### config.mk
export PLATFORM = sky130hd
export DESIGN_NAME = virtio_mmio_transport_regs
export DESIGN_NICKNAME = d
export VERILOG_FILES = /design/src/vmt_pkg.sv /design/src/virtio_mmio_transport_regs.sv /design/src/vmt_queue_file.sv
export SDC_FILE = /design/constraint.sdc
export NUM_CORES = 1
export LEC_CHECK = 0
export BUFFER_PORTS_ARGS = -buffer_cell sky130_fd_sc_hd__buf_2
export CAP_MARGIN = 25
export CORE_MARGIN = 4
export CORE_UTILIZATION = 60
export DETAILED_ROUTE_END_ITERATION = 12
export GPL_TIMING_DRIVEN = 0
export PLACE_DENSITY = 0.79
export SLEW_MARGIN = 10
export SYNTH_ARGS = -nofsm -noshare
export SYNTH_HDL_FRONTEND = slang
export SYNTH_SLANG_ARGS = --single-unit
### constraint.sdc
create_clock -name clk -period 3.2 [get_ports clk]
set_input_delay 0.8 -clock clk [delete_from_list [all_inputs] [get_ports clk]]
set_output_delay 0.8 -clock clk [all_outputs]
set_load 0.005 [all_outputs]
### src/vmt_pkg.sv
// Package: types, constants and status-write function of the virtio-mmio block.
`timescale 1ns / 1ps
package vmt_pkg;
    localparam int NumQueuesDef   = 2;
    localparam int MaxQueueLenDef = 256;

    localparam logic [31:0] MagicWord   = 32'h7472_6976;
    localparam logic [31:0] VersionWord = 32'd2;

    localparam logic [7:0] StAck       = 8'h01;
    localparam logic [7:0] StDriver    = 8'h02;
    localparam logic [7:0] StDriverOk  = 8'h04;
    localparam logic [7:0] StFeatOk    = 8'h08;
    localparam logic [7:0] StFailed    = 8'h80;

    typedef enum logic [1:0] {
        OP_READ  = 2'd0,
        OP_WRITE = 2'd1,
        OP_IRQ   = 2'd2,
        OP_NONE  = 2'd3
    } op_t;

    typedef enum logic [1:0] {
        ERR_OK     = 2'd0,
        ERR_REG    = 2'd1,
        ERR_STATUS = 2'd2
    } err_t;

    typedef enum logic [1:0] {
        CFG_DEV_ID  = 2'd0,
        CFG_VENDOR  = 2'd1,
        CFG_FEATURE = 2'd2
    } cfg_idx_t;

    typedef struct packed {
        logic [1:0]  op;
        logic [8:0]  reg_offset;
        logic [1:0]  access_size;
        logic [31:0] value;
    } item_in_t;

    typedef struct packed {
        logic [31:0] read_data;
        logic [1:0]  error_code;
        logic        notify_pulse;
        logic [15:0] notified_queue;
        logic        reset_pulse;
        logic        irq_level;
    } item_out_t;

    // Status write outcome.
    typedef struct packed {
        logic [7:0] status;
        logic       bad;
    } stat_res_t;

    function automatic stat_res_t status_step(logic [7:0] cur, logic [31:0] data,
                                              logic feat_sub);
        stat_res_t   r;
        logic [7:0]  anded;
        logic [31:0] fresh;
        anded = cur & data[7:0];
        fresh = data ^ {24'd0, anded};
        r.status = anded;
        r.bad    = 1'b0;
        if (fresh == 32'd0) begin
        end else if (fresh == {24'd0, StAck}) begin
            if (anded == 8'd0) r.status = anded | StAck;
        end else if (fresh == {24'd0, StDriver}) begin
            if ((anded & StAck) != 8'd0) r.status = anded | StDriver;
        end else if (fresh == {24'd0, StFeatOk}) begin
            if (((anded & StDriver) != 8'd0) && feat_sub) r.status = anded | StFeatOk;
        end else if (fresh == {24'd0, StDriverOk}) begin
            r.status = anded | StDriverOk;
        end else if (fresh == {24'd0, StFailed}) begin
        end else begin
            r.bad = 1'b1;
        end
        return r;
    endfunction
endpackage

### src/virtio_mmio_transport_regs.sv
// Top level: virtio-mmio version 2 transport register block.
`timescale 1ns / 1ps
// Usage:
//  - Command channel: raise start with cmd (op, reg_offset, access_size,
//    value). A beat is taken at each clock edge with start high and busy
//    low; busy is always low, so one beat can be taken every cycle.
//  - Result channel: exactly one result beat per command, on rsp with
//    done high for one cycle, in the cycle after the command is taken.
//    The receiver cannot stall; results are never held back.
//  - Throughput 1 command per cycle: one decode and
//    update level between the state registers and the result register.
//  - Config port: cfg_we writes cfg_data to register cfg_index
//    (0 device id, 1 vendor, 2 offered features); write only while idle.
//  - Reset (rst_n low, async) clears all transport state; device id
//    resets to 1, vendor and features to 0.
//  - A status write of zero also clears transport state and pulses
//    reset_pulse in its result.
module virtio_mmio_transport_regs
    import vmt_pkg::*;
#(
    parameter int NUM_QUEUES    = NumQueuesDef,
    parameter int MAX_QUEUE_LEN = MaxQueueLenDef
) (
    input  logic        clk,
    input  logic        rst_n,
    input  logic        start,
    output logic        busy,
    input  item_in_t    cmd,
    output logic        done,
    output item_out_t   rsp,
    input  logic        cfg_we,
    input  logic [1:0]  cfg_index,
    input  logic [63:0] cfg_data
);
    logic [31:0] dev_id_reg, vendor_reg;
    logic [63:0] offered_reg;
    logic [7:0]  status_reg, status_next;
    logic [31:0] dfsel_reg, dfsel_next, drvsel_reg, drvsel_next;
    logic [63:0] acc_reg, acc_next;
    logic [15:0] qsel_reg, qsel_next;
    logic [1:0]  irq_reg, irq_next;
    logic        done_reg;
    item_out_t   rsp_reg, rsp_next;

    logic        take;
    logic [6:0]  word;
    logic [31:0] mask, data, rd;
    logic        qok, ready_rd, clr, qwr;
    stat_res_t   sres;

    assign busy = 1'b0;
    assign take = start;
    assign word = cmd.reg_offset[8:2];
    assign mask = (cmd.access_size == 2'd0) ? 32'h0000_00ff :
                  (cmd.access_size == 2'd1) ? 32'h0000_ffff : 32'hffff_ffff;
    assign data = cmd.value & mask;

    assign sres = status_step(status_reg, data, (acc_reg & ~offered_reg) == 64'd0);

    vmt_queue_file #(.NUM_QUEUES(NUM_QUEUES)) u_queues (
        .clk(clk), .rst_n(rst_n), .clr(clr), .wr_en(qwr), .word(word),
        .data(data), .sel(qsel_reg), .qok(qok), .ready_rd(ready_rd)
    );

    always_comb
    begin
        rd = 32'd0;
        rsp_next = '0;
        status_next = status_reg; dfsel_next = dfsel_reg; drvsel_next = drvsel_reg;
        acc_next = acc_reg; qsel_next = qsel_reg; irq_next = irq_reg;
        clr = 1'b0; qwr = 1'b0;
        if (take) begin
            case (op_t'(cmd.op))
                OP_READ:
                begin
                    if (word == 7'd0) rd = MagicWord;
                    else if (word == 7'd1) rd = VersionWord;
                    else if (word == 7'd2) rd = dev_id_reg;
                    else if (word == 7'd3) rd = vendor_reg;
                    else if (word == 7'd4) begin
                        if (dfsel_reg == 32'd0) rd = offered_reg[31:0];
                        else if (dfsel_reg == 32'd1) rd = offered_reg[63:32];
                    end
                    else if (word == 7'd13) rd = 32'(MAX_QUEUE_LEN);
                    else if (word >= 7'd17 && word <= 7'd19) rd = {31'd0, ready_rd};
                    else if (word == 7'd24) rd = {30'd0, irq_reg};
                    else if (word >= 7'd28 && word <= 7'd31) rd = {24'd0, status_reg};
                    else if (word == 7'd44 || word == 7'd45) rd = 32'hffff_ffff;
                    else if (word >= 7'd46) rd = 32'd0;
                    else rsp_next.error_code = ERR_REG;
                    rsp_next.read_data = rd & mask;
                end
                OP_WRITE:
                begin
                    if (word >= 7'd5 && word <= 7'd7) dfsel_next = data;
                    else if (word == 7'd8) begin
                        if (drvsel_reg == 32'd0) acc_next[31:0] = data;
                        else if (drvsel_reg == 32'd1) acc_next[63:32] = data;
                    end
                    else if (word >= 7'd9 && word <= 7'd11) drvsel_next = data;
                    else if (word == 7'd12) qsel_next = data[15:0];
                    else if ((word >= 7'd14 && word <= 7'd19) ||
                             (word >= 7'd32 && word <= 7'd42)) qwr = 1'b1;
                    else if (word >= 7'd20 && word <= 7'd23) begin
                        rsp_next.notify_pulse = 1'b1;
                        rsp_next.notified_queue = data[15:0];
                    end
                    else if (word >= 7'd25 && word <= 7'd27) irq_next = irq_reg & ~data[1:0];
                    else if (word >= 7'd28 && word <= 7'd31) begin
                        if (data == 32'd0) begin
                            clr = 1'b1;
                            rsp_next.reset_pulse = 1'b1;
                            status_next = '0; dfsel_next = '0; drvsel_next = '0;
                            acc_next = '0; qsel_next = '0; irq_next = '0;
                        end else begin
                            status_next = sres.status;
                            if (sres.bad) rsp_next.error_code = ERR_STATUS;
                        end
                    end
                    else if (word == 7'd43 || (word >= 7'd48 && word <= 7'd62) ||
                             word >= 7'd64) begin
                    end
                    else rsp_next.error_code = ERR_REG;
                end
                OP_IRQ: irq_next = irq_reg | cmd.value[1:0];
                default: ;
            endcase
        end
        rsp_next.irq_level = irq_next != 2'd0;
    end

    always_ff @(posedge clk or negedge rst_n)
    begin
        if (!rst_n) begin
            dev_id_reg <= 32'd1; vendor_reg <= '0; offered_reg <= '0;
            status_reg <= '0; dfsel_reg <= '0; drvsel_reg <= '0;
            acc_reg <= '0; qsel_reg <= '0; irq_reg <= '0; done_reg <= 1'b0;
        end else begin
            if (cfg_we) begin
                case (cfg_idx_t'(cfg_index))
                    CFG_DEV_ID:  dev_id_reg  <= cfg_data[31:0];
                    CFG_VENDOR:  vendor_reg  <= cfg_data[31:0];
                    CFG_FEATURE: offered_reg <= cfg_data;
                    default: ;
                endcase
            end
            status_reg <= status_next; dfsel_reg <= dfsel_next; drvsel_reg <= drvsel_next;
            acc_reg <= acc_next; qsel_reg <= qsel_next; irq_reg <= irq_next;
            done_reg <= take;
        end
    end

    always_ff @(posedge clk)
    begin
        if (take) rsp_reg <= rsp_next;
    end

    assign done = done_reg;
    assign rsp  = rsp_reg;
endmodule

### src/vmt_queue_file.sv
// Per-queue state: size, ready flag and ring addresses, one lane per queue.
`timescale 1ns / 1ps
module vmt_queue_file
    import vmt_pkg::*;
#(
    parameter int NUM_QUEUES = NumQueuesDef
) (
    input  logic        clk,
    input  logic        rst_n,
    input  logic        clr,
    input  logic        wr_en,
    input  logic [6:0]  word,
    input  logic [31:0] data,
    input  logic [15:0] sel,
    output logic        qok,
    output logic        ready_rd
);
    localparam int QW = (NUM_QUEUES > 1) ? $clog2(NUM_QUEUES) : 1;

    logic [15:0] len_reg   [NUM_QUEUES];
    logic        ready_reg [NUM_QUEUES];
    logic [63:0] desc_reg  [NUM_QUEUES];
    logic [63:0] avail_reg [NUM_QUEUES];
    logic [63:0] used_reg  [NUM_QUEUES];
    logic [QW-1:0] q;

    assign qok = sel < 16'(NUM_QUEUES);
    assign q   = qok ? sel[QW-1:0] : '0;
    assign ready_rd = qok ? ready_reg[q] : 1'b0;

    always_ff @(posedge clk or negedge rst_n)
    begin
        if (!rst_n) begin
            for (int i = 0; i < NUM_QUEUES; i++)
            begin
                len_reg[i] <= '0; ready_reg[i] <= 1'b0;
                desc_reg[i] <= '0; avail_reg[i] <= '0; used_reg[i] <= '0;
            end
        end else if (clr) begin
            for (int i = 0; i < NUM_QUEUES; i++)
            begin
                len_reg[i] <= '0; ready_reg[i] <= 1'b0;
                desc_reg[i] <= '0; avail_reg[i] <= '0; used_reg[i] <= '0;
            end
        end else if (wr_en && qok) begin
            if (word >= 7'd14 && word <= 7'd16) len_reg[q] <= data[15:0];
            if (word >= 7'd17 && word <= 7'd19 && data == 32'd1) ready_reg[q] <= 1'b1;
            if (word == 7'd32) desc_reg[q][31:0] <= data;
            if (word >= 7'd33 && word <= 7'd35) desc_reg[q][63:32] <= data;
            if (word == 7'd36) avail_reg[q][31:0] <= data;
            if (word >= 7'd37 && word <= 7'd39) avail_reg[q][63:32] <= data;
            if (word == 7'd40) used_reg[q][31:0] <= data;
            if (word >= 7'd41 && word <= 7'd42) used_reg[q][63:32] <= data;
        end
    end
endmodule

==> out/results.ini, run 1 <==
[status]
run_status=finished, final reports clean

[sta]
relSlewSlack_pct=30.0
post-route-min-period_ns=3.09
fin_setup_tns_ns=0
drv_slew=0
worstMarginPinSlew_ns=1.05
fmax_mhz=324
final-setup-viol-count=0
layout_skew_ns=0.0191
final.period_utilization_pct=96.5
final_hold_viol_count=0
rsz0062_at_grt=no

[routing]
via_count=12359
wire_per_inst_um=25.1
drtPass1Iterations=5
first_iter_violations=1389
antenna_violating_nets_left=0
drc=0
postRouteWirelength_um=46800
via_per_inst=6.63

[die]
core_area_um2=25200
row_count=58
dieArea_um2=28200
die_width_um=168
effective_utilization_at_floorplan_pct=60.9
pin_count=170
dieHeight_um=168

[synth]
synth_compound_gate_area_share_pct=15.8
post_synth_inst_count=1305
ys_async_sr_fraction_pct=84.3
avgSynthCellArea_um2=11.8
yosys_register_bits=338
adder_and_majority_gate_portion_of_the_synthesized_area_pct=0.310
synth.lib_cells_used.distinct=72
yosys.area.top_type=sky130_fd_sc_hd__dfrtp_1
synth_edf_count=53
ys_warn_count=0
synth-seq-area-share_pct=56.9
synth-xor-area-share_pct=0.114
combinational_family_with_the_most_area_after_synthesis=compound AO/OA/AOI/OAI gates
multiplexer_share_of_the_synthesized_area_pct=11.7
synth.net_count=1423
synth_flop_cell=sky130_fd_sc_hd__dfrtp_1
top_cells_by_area_synth=sky130_fd_sc_hd__dfrtp_1 46%, sky130_fd_sc_hd__mux2_2 11%, sky130_fd_sc_hd__edfxtp_1 10%
synth_top_cell_area_share_pct=46.3
synthesized_area_um2=15300
synth_simple_gate_area_share_pct=11.6

[final_layout]
layout.cells.most_common_list=284 x sky130_fd_sc_hd__dfrtp_1, 169 x sky130_fd_sc_hd__buf_2, 155 x sky130_fd_sc_hd__mux2_2, 93 x sky130_fd_sc_hd__nand2_1, 82 x sky130_fd_sc_hd__o2bb2ai_1
final_layout_size_suffix_gt1_share_pct=27.0
fin_nets=1626
layout.cell_area.non_filler_um2=17900
syn_to_final_growth_pct=16.5
most_common_cell_after_layout_fill_and_taps_aside=sky130_fd_sc_hd__dfrtp_1

[clock_tree]
cts_max_level=2
cts_inserted_buffers=36
cts.hold.buffers_added=0
max_root_sink_buffers=3
clk_pin_slew_worst_paths_ns=0.06
cts_root_buffer=sky130_fd_sc_hd__clkbuf_16
cts.sinks=338
cts_tree=yes
clock_latency_ns=0.53

[power_and_ir_drop]
p_leak_nw=7.44
power.density_nw_per_um2=582
ir_drop_uv=515

[setup_path]
worst-path-max-fanout=10
path_class=in -> reg
startpoint_class_of_the_critical_path=input pin
critical_path.endpoint_type=register
data_arrival_time_of_the_worst_path_ns=3.43
cp_data_required_time_ns=3.54

[global_route]
vias_in_the_first_global_route=12476
globalRoute.totalOverflow=0
grt_antenna_before_repair=2
largest_net_degree_at_the_start_of_global_routing=106
grt_usage_pct=32.6
wire_length_of_the_first_global_routing_pass_um=71500

[place]
placement.cell_area_um2=16600
place.gp.congestion=0.925
post-dp-hpwl_um=33500
numPortBuffers=156

[min_path]
worst_hold_path_type=in -> async

[job]
maxcap_violations=0

[worst max-delay path, stage by stage]
cell,delay (ns)
sky130_fd_sc_hd__buf_2,0.13
sky130_fd_sc_hd__clkbuf_1,0.23
sky130_fd_sc_hd__nor2_2,0.43
sky130_fd_sc_hd__nand3_1,0.32
sky130_fd_sc_hd__nor3_2,0.47
sky130_fd_sc_hd__clkbuf_1,0.59
sky130_fd_sc_hd__nand2_1,0.19
sky130_fd_sc_hd__a31oi_1,0.26
[stage by stage]
stage / hold WS (ns) / utilization [%] / power [mW] / setup WS, ns / cells
floorplan: 0.449 / - / 5.70 / 0.276 / 1305
global placement: 0.472 / 65.7 / 6.21 / -3.84 / 1791
detailed placement: 0.474 / 66.1 / 6.28 / -0.777 / 1797
CTS: 0.354 / 70.8 / 10.4 / 0.0223 / 1861
global route: 0.382 / 71.0 / 10.7 / 0.0434 / 1864
finish: 0.310 / 71.0 / 10.4 / 0.112 / 1865
[cell type report]
class	count	area [µm²]
Buffer	85	357
Inverter	51	191
Timing Repair Buffer	165	905
Clock inverter	11	116
Clock buffer	53	1050
Multi-Input combinational cell	831	6120
Tap cell	330	413
Fill cell	1809	7310
Antenna cell	1	2.50
Sequential cell	338	8720
[final timing paths]
check                              start            to  slack, ns  depth (start not counted)
hold reg to reg             qsel_reg[15]  qsel_reg[15]       0.49                          1
setup / recovery                 cmd[37]       rsp[22]       0.11                          8
hold / removal                     rst_n          done       0.31                          1
min in group clk            qsel_reg[15]  qsel_reg[15]       0.49                          1
setup reg to reg           dfsel_reg[18]       rsp[22]       0.15                          6
max in group asynchronous          rst_n   acc_reg[51]       1.49                          3
[Yosys cell counts, types with 4 or more instances]
master and instances:
sky130_fd_sc_hd__mux2i_1 5, sky130_fd_sc_hd__a221o_1 4, sky130_fd_sc_hd__o32ai_1 5, sky130_fd_sc_hd__nor2b_1 9
sky130_fd_sc_hd__nand2_1 93, sky130_fd_sc_hd__and2_1 10, sky130_fd_sc_hd__o22ai_1 16, sky130_fd_sc_hd__nand3_1 44
sky130_fd_sc_hd__o21ai_0 42, sky130_fd_sc_hd__nor4_1 33, sky130_fd_sc_hd__nor3_1 25, sky130_fd_sc_hd__o31ai_1 30
sky130_fd_sc_hd__mux2_2 155, sky130_fd_sc_hd__clkbuf_1 63, sky130_fd_sc_hd__nand2b_1 35, sky130_fd_sc_hd__or4_1 5
sky130_fd_sc_hd__a211oi_1 7, sky130_fd_sc_hd__a31oi_1 14, sky130_fd_sc_hd__o211ai_1 4, sky130_fd_sc_hd__edfxtp_1 53
sky130_fd_sc_hd__o21a_1 5, sky130_fd_sc_hd__buf_2 14, sky130_fd_sc_hd__or2_2 5, sky130_fd_sc_hd__o21ai_1 6
sky130_fd_sc_hd__nand4_1 12, sky130_fd_sc_hd__dfrtp_1 284, sky130_fd_sc_hd__buf_1 4, sky130_fd_sc_hd__o2111ai_1 8
sky130_fd_sc_hd__a21oi_1 29, sky130_fd_sc_hd__a22o_1 32, sky130_fd_sc_hd__nor2_1 43, sky130_fd_sc_hd__o2bb2ai_1 82
sky130_fd_sc_hd__inv_1 50, sky130_fd_sc_hd__a21boi_0 4, sky130_fd_sc_hd__a221oi_1 16, sky130_fd_sc_hd__nor3b_1 7
[power breakdown]
part           switching (mW)  internal (mW)  total, mW  leakage, nW
clock                    1.71           2.44       4.14        0.570
combinational           0.614          0.542       1.16         2.65
sequential              0.332           4.76       5.10         4.21
[routing by layer]
metal  up-vias  wire length [µm]  global-route usage (%)
met4         2              2200                    14.5
met5         -                15                       0
met1      6180             18700                    44.3
met2       698             21700                    51.2
met3       156              4210                    7.07
li1       5323                 -                       -
[timing repair]
action,CTS,global route
hold endpoints to repair,0,0
setup buffers,0,2
gates resized for setup,4,6
endpoints found under the setup margin,27,114
pin swaps,0,1
[logic make-up after synthesis]
group           Yosys count
other cells               1
compound gates          322
xor+xnor                  2
buf+inv                 136
mux                     160
flops                   338
simple gates            342
fa+ha+maj                 4
Power figures use the tool's default switching activity.
==> run 2, diff against run 1 <==
--- a/config.mk
+++ b/config.mk
@@ -7,10 +7,10 @@
 export LEC_CHECK = 0
 export BUFFER_PORTS_ARGS = -buffer_cell sky130_fd_sc_hd__buf_2
 export CAP_MARGIN = 25
-export CORE_MARGIN = 4
+export CORE_ASPECT_RATIO = 0.5
+export CORE_MARGIN = 1
 export CORE_UTILIZATION = 60
 export DETAILED_ROUTE_END_ITERATION = 12
-export GPL_TIMING_DRIVEN = 0
 export PLACE_DENSITY = 0.79
 export SLEW_MARGIN = 10
 export SYNTH_ARGS = -nofsm -noshare
==> run 2 against run 1 <==
  * Highest routed layer is now met4
  * Cell area grew 0.30%
  * Critical path depth is 1 lower
  * Total power shrank 3.0%
  * Routed wire length down 1.3%
  * First-iteration DRC count rose by 32%
  * Setup slack improved by 0.35 ns
  * Critical path type unchanged
  * Clock-buffer cell count down 16
  * Clock power decreased by 8.2%
  * Die area is 6.9% lower
  * Core utilization up 2.1 points
==> out/results.ini, run 2 (synthesized netlist as in run 1, its figures left out) <==
[status]
run_status=finished, final reports clean  ; unchanged

[sta]
worst_hold_slack_ns=0.231  ; was 0.310 ns
fin_setup_tns_ns=0  ; unchanged
final-setup-viol-count=0  ; unchanged
worstMarginPinSlew_ns=1.06  ; was 1.05 ns
final_critical_path_setup_slack_ns=0.465  ; was 0.112 ns
layout_skew_ns=0.0258  ; was 0.0191 ns
final.period_utilization_pct=85.5  ; was 96.5%
rsz0062_at_grt=no  ; unchanged
relSlewSlack_pct=29.3  ; was 30.0%
final_hold_viol_count=0  ; unchanged
post-route-min-period_ns=2.73  ; was 3.09 ns
drv_slew=0  ; unchanged
fmax_mhz=366  ; was 324 MHz

[setup_path]
worst-path-max-fanout=12  ; was 10
path_class=in -> reg  ; unchanged
crit_path_cell_trace=buf_2, or3b_2, or3_1, a211oi_1, buf_4, a221oi_1, nor3_1  ; was buf_2, clkbuf_1, nor2_2, nand3_1, nor3_2, clkbuf_1, nand2_1, a31oi_1
cp_data_required_time_ns=3.56  ; was 3.54 ns
data_arrival_time_of_the_worst_path_ns=3.10  ; was 3.43 ns
critPathMaxStageDelay_ns=0.50  ; was 0.59 ns
critical_path.endpoint_type=register  ; unchanged
startpoint_class_of_the_critical_path=input pin  ; unchanged
critical_path.top_delay_family=simple AND/OR/NAND/NOR gates  ; unchanged
critical_path.slowest_cell=sky130_fd_sc_hd__or3b_2  ; was sky130_fd_sc_hd__clkbuf_1
path_buf_inv=2  ; was 3

[routing]
via_count=12473  ; was 12359
drtPass1Iterations=8  ; was 5
via_per_inst=6.75  ; was 6.63
antenna_violating_nets_left=0  ; unchanged
wire_per_inst_um=25.0  ; was 25.1 µm
drc=0  ; unchanged
first_iter_violations=1839  ; was 1389
postRouteWirelength_um=46200  ; was 46800 µm

[die]
effective_utilization_at_floorplan_pct=62.6  ; was 60.9%
dieArea_um2=26300  ; was 28200 µm²
pin_count=170  ; unchanged
core_area_um2=24500  ; was 25200 µm²
dieHeight_um=115  ; was 168 µm
die_width_um=228  ; was 168 µm
row_count=40  ; was 58

[clock_tree]
post_cts_sizing_count=0  ; was 4
cts.sinks=338  ; unchanged
cts.hold.buffers_added=0  ; unchanged
cts_max_level=1  ; was 2
clk_pin_slew_worst_paths_ns=0.07  ; was 0.06 ns
post-cts-setup-buffer-count=0  ; unchanged
cts_tree=yes  ; unchanged
cts_root_buffer=sky130_fd_sc_hd__clkbuf_16  ; unchanged
max_root_sink_buffers=3  ; unchanged
cts_inserted_buffers=29  ; was 36
clock_latency_ns=0.57  ; was 0.53 ns

[place]
numPortBuffers=166  ; was 156
post-dp-hpwl_um=32600  ; was 33500 µm
place_ws_ns=-0.00584  ; was -0.777 ns
place.gp.congestion=0.982  ; was 0.925
placement.cell_area_um2=16900  ; was 16600 µm²
placed_cells_incl_taps=1792  ; was 1797

[power_and_ir_drop]
report.power.total_mw=10.1  ; was 10.4 mW
p_leak_nw=7.57  ; was 7.44 nW
ir_drop_uv=394  ; was 515 µV
power.density_nw_per_um2=562  ; was 582 nW/µm²

[global_route]
largest_net_degree_at_the_start_of_global_routing=92  ; was 106
grt_usage_pct=35.7  ; was 32.6%
globalRoute.totalOverflow=0  ; unchanged
grt_antenna_before_repair=0  ; was 2
wire_length_of_the_first_global_routing_pass_um=71400  ; was 71500 µm
vias_in_the_first_global_route=12270  ; was 12476

[job]
maxcap_violations=0  ; unchanged

[final_layout]
n_fill_cell=1644  ; was 1809
layout.cells.most_common_list=284 x sky130_fd_sc_hd__dfrtp_1, 165 x sky130_fd_sc_hd__buf_2, 155 x sky130_fd_sc_hd__mux2_2, 93 x sky130_fd_sc_hd__nand2_1, 82 x sky130_fd_sc_hd__o2bb2ai_1  ; was 284 x sky130_fd_sc_hd__dfrtp_1, 169 x sky130_fd_sc_hd__buf_2, 155 x sky130_fd_sc_hd__mux2_2, 93 x sky130_fd_sc_hd__nand2_1, 82 x sky130_fd_sc_hd__o2bb2ai_1
final_layout_size_suffix_gt1_share_pct=30.7  ; was 27.0%
syn_to_final_growth_pct=16.8  ; was 16.5%
final_core_util_pct=73.1  ; was 71.0%
layout.cell_area.non_filler_um2=17900  ; about the same
most_common_cell_after_layout_fill_and_taps_aside=sky130_fd_sc_hd__dfrtp_1  ; unchanged
fin_nets=1606  ; was 1626
fin_cells=1847  ; was 1865
count_of_antenna_diodes_in_the_layout=0  ; was 1

[min_path]
worst_hold_path_type=in -> async  ; unchanged

run 2: worst paths after layout:
| check | from | slack, ns | end | depth (start not counted) |
|---|---|---|---|---|
| max | cmd[41] | 0.47 | rsp[37] | 7 |
| max reg2reg | dfsel_reg[30] | 0.63 | rsp[37] | 6 |
| min | rst_n | 0.23 | irq_reg[1] | 1 |
| min in group clk | cfg_data[40] | 0.45 | offered_reg[40] | 2 |
| min reg2reg | qsel_reg[15] | 0.49 | qsel_reg[15] | 1 |
| max in group asynchronous | rst_n | 2.09 | dev_id_reg[0] | 2 |
run 2: per-layer routing:
metal | vias up | wire length [µm] | global-route usage, %
met5 | - | 0 | 0
met4 | 0 | 1140 | 9.08
met3 | 122 | 5730 | 9.57
met2 | 829 | 20100 | 53.8
met1 | 6266 | 19300 | 51.9
li1 | 5256 | - | -
run 2: layout make-up:
class / count / area, µm² / area share [%]
sequential: 338 / 8720 / 48.7
inverter: 51 / 191 / 1.07
multi-input combinational: 831 / 6090 / 34.0
tap: 336 / 420 / 2.35
timing repair buffer: 237 / 1470 / 8.22
clock inverter: 17 / 205 / 1.14
clock buffer: 37 / 817 / 4.56
run 2: report_power, final:
part | total, mW | switching (mW) | internal, mW
Clock | 3.80 | 1.66 | 2.14
Combinational | 1.17 | 0.607 | 0.560
Sequential | 5.12 | 0.355 | 4.76
Total | 10.1 | 2.62 | 7.46
run 2: worst reg2reg max path, cell delays in order (launching register included):
cell and delay, ns:
sky130_fd_sc_hd__dfrtp_1 0.38, sky130_fd_sc_hd__nor4_1 0.34, sky130_fd_sc_hd__nand4_1 0.41, sky130_fd_sc_hd__a211oi_1 0.50
sky130_fd_sc_hd__buf_4 0.27, sky130_fd_sc_hd__a221oi_1 0.11, sky130_fd_sc_hd__nor3_1 0.36
==> run 3, diff against run 2 <==
--- a/config.mk
+++ b/config.mk
@@ -9,9 +9,9 @@
 export CAP_MARGIN = 25
 export CORE_ASPECT_RATIO = 0.5
 export CORE_MARGIN = 1
-export CORE_UTILIZATION = 60
+export CORE_UTILIZATION = 59
 export DETAILED_ROUTE_END_ITERATION = 12
-export PLACE_DENSITY = 0.79
+export PLACE_DENSITY = 0.78
 export SLEW_MARGIN = 10
 export SYNTH_ARGS = -nofsm -noshare
 export SYNTH_HDL_FRONTEND = slang
==> constraint.sdc (replaced) <==
create_clock -name clk -period 3 [get_ports clk]
set_input_delay 0.75 -clock clk [delete_from_list [all_inputs] [get_ports clk]]
set_output_delay 0.75 -clock clk [all_outputs]
set_load 0.005 [all_outputs]
==> run 3 against run 2 <==
  * Critical path depth stayed put
  * Global-route usage is 0.23 points lower
  * Sequential share of layout area is 0.092 points lower
  * Hold slack worse by 0.11 ns
  * Clock power hardly changed
  * Core utilization is 2.2 points lower
  * Clock-buffer cell count is 11 higher
  * Sequential power is 6.6% higher
  * Clock skew is 0.0045 ns higher
  * Die area is 1.7% higher
  * Critical path type unchanged
==> out/results.ini, run 3 (synthesized netlist as in run 1, its figures left out) <==
[routing]
first_iter_violations=1573  ; was 1839
postRouteWirelength_um=46900  ; was 46200 µm
drtPass1Iterations=7  ; was 8
wire_per_inst_um=25.2  ; was 25.0 µm
via_per_inst=6.61  ; was 6.75
via_count=12334  ; was 12473
drc=0  ; unchanged
antenna_violating_nets_left=0  ; unchanged

[sta]
fin_setup_tns_ns=0  ; unchanged
fmax_mhz=404
rsz0062_at_grt=no  ; unchanged
relSlewSlack_pct=36.9  ; was 29.3%
worstMarginPinSlew_ns=0.947  ; was 1.06 ns
post-route-min-period_ns=2.48
final_critical_path_setup_slack_ns=0.524  ; was 0.465 ns
final_hold_viol_count=0  ; unchanged
drv_slew=0  ; unchanged
final.period_utilization_pct=82.5
final-setup-viol-count=0  ; unchanged
layout_skew_ns=0.0302  ; was 0.0258 ns

[die]
dieHeight_um=116  ; was 115 µm
die_width_um=230  ; was 228 µm
dieArea_um2=26700  ; was 26300 µm²
effective_utilization_at_floorplan_pct=60.5  ; was 62.6%
row_count=41  ; was 40
core_area_um2=25300  ; was 24500 µm²
pin_count=170  ; unchanged

[setup_path]
path_buf_inv=2  ; unchanged
critical_path_source=cmd[4]  ; was cmd[41]
crit_end=acc_reg[35]  ; was rsp[37]
setup.reg_to_reg.worst_slack_ns=0.64  ; was 0.63 ns
path_class=in -> reg  ; unchanged
critical_path.slowest_cell=sky130_fd_sc_hd__or4_1  ; was sky130_fd_sc_hd__or3b_2
critical_path.top_delay_family=simple AND/OR/NAND/NOR gates  ; unchanged
critPathMaxStageDelay_ns=0.59  ; was 0.50 ns
critical_path.endpoint_type=register  ; unchanged
rr_worst_depth=6  ; unchanged
startpoint_class_of_the_critical_path=input pin  ; unchanged
critical_path_depth=7  ; unchanged
worst-path-max-fanout=32  ; was 12
reg2reg_from=dfsel_reg[30]  ; unchanged
worstReg2RegEnd=rsp[37]  ; unchanged
data_arrival_time_of_the_worst_path_ns=2.91  ; was 3.10 ns
critical_path.most_common_cell=sky130_fd_sc_hd__or4_1
crit_path_cell_trace=buf_2, or4_1, or3_4, or4_1, buf_12, nand3_1, o21ai_0  ; was buf_2, or3b_2, or3_1, a211oi_1, buf_4, a221oi_1, nor3_1
cp_data_required_time_ns=3.44  ; was 3.56 ns

[job]
maxcap_violations=0  ; unchanged

[final_layout]
layout.cells.most_common_list=284 x sky130_fd_sc_hd__dfrtp_1, 165 x sky130_fd_sc_hd__buf_2, 155 x sky130_fd_sc_hd__mux2_2, 93 x sky130_fd_sc_hd__nand2_1, 82 x sky130_fd_sc_hd__o2bb2ai_1  ; unchanged
final_layout_size_suffix_gt1_share_pct=30.5  ; was 30.7%
syn_to_final_growth_pct=17.1  ; was 16.8%
most_common_cell_after_layout_fill_and_taps_aside=sky130_fd_sc_hd__dfrtp_1  ; unchanged
fin_nets=1614  ; was 1606

[global_route]
globalRoute.totalOverflow=0  ; unchanged
largest_net_degree_at_the_start_of_global_routing=78  ; was 92
vias_in_the_first_global_route=11921  ; was 12270
grt_usage_pct=35.5  ; was 35.7%
grt_antenna_before_repair=1  ; was 0
wire_length_of_the_first_global_routing_pass_um=71000  ; was 71400 µm

[power_and_ir_drop]
power.density_nw_per_um2=587  ; was 562 nW/µm²
ir_drop_uv=473  ; was 394 µV
p_leak_nw=7.60  ; was 7.57 nW

[place]
numPortBuffers=166  ; unchanged
place.gp.congestion=0.969  ; was 0.982
post-dp-hpwl_um=33600  ; was 32600 µm
place_ws_ns=0.00509  ; was -0.00584 ns

[clock_tree]
clock_latency_ns=0.58  ; was 0.57 ns
cts.hold.buffers_added=0  ; unchanged
cts_tree=yes  ; unchanged
cts.sinks=338  ; unchanged
cts_max_level=1  ; unchanged
clk_pin_slew_worst_paths_ns=0.07  ; about the same
post_cts_sizing_count=0  ; unchanged
cts_inserted_buffers=30  ; was 29
post-cts-setup-buffer-count=0  ; unchanged
max_root_sink_buffers=3  ; unchanged
cts_root_buffer=sky130_fd_sc_hd__clkbuf_16  ; unchanged

[status]
run_status=finished, final reports clean  ; unchanged

[min_path]
worst_hold_path_type=in -> async  ; unchanged

## run 3: cell types whose count changed in the layout (fill, tap and decap cells not counted), sizes merged
cell      change
clkinv        -2
diode         +2
clkbuf       +11
bufinv        -3
buf           +7
clkinvlp      -5
## run 3: metrics by stage
stage          hold slack (ns)  cells  power [mW]  area, µm²  util [%]
6_report                 0.116   1865        10.5      18000      70.9
5_1_grt                  0.189   1863        10.8      18000      70.9
4_1_cts                  0.158   1862        10.5      17900      70.8
3_5_place_dp             0.474   1807        6.75      17000      67.0
3_3_place_gp             0.469   1807        6.67      17000      67.0
2_1_floorplan            0.449   1305        6.08      15300         -
## run 3: worst min path at each step
stage	cells after the start	slack (ns)	to
2_1_floorplan	0	0.45	acc_reg[0]
3_5_place_dp	1	0.47	acc_reg[15]
6_report	1	0.12	offered_reg[28]
4_1_cts	1	0.16	dev_id_reg[28]
5_1_grt	1	0.19	dev_id_reg[22]
3_3_place_gp	1	0.47	acc_reg[28]
## run 3: metal layers
metal / wire [µm] / up-vias / track usage [%]
li1: - / 5269 / -
met3: 5380 / 102 / 10.1
met1: 19900 / 6267 / 51.4
met2: 20500 / 696 / 53.5
met4: 1100 / 0 / 8.12
met5: 0 / - / 0
## run 3: layout make-up
class	count	area [µm²]
antenna	2	5.00
multi-input combinational	831	6090
clock buffer	48	878
clock inverter	7	85.1
inverter	51	191
fill	1797	7380
sequential	338	8720
timing repair buffer	244	1550
tap	344	430
## run 3: report_power, final
group          total, mW  leakage (nW)  internal (mW)  switching (mW)
Clock               3.83         0.472           2.10            1.73
Combinational       1.25          2.91          0.602           0.645
Sequential          5.46          4.21           5.08           0.382
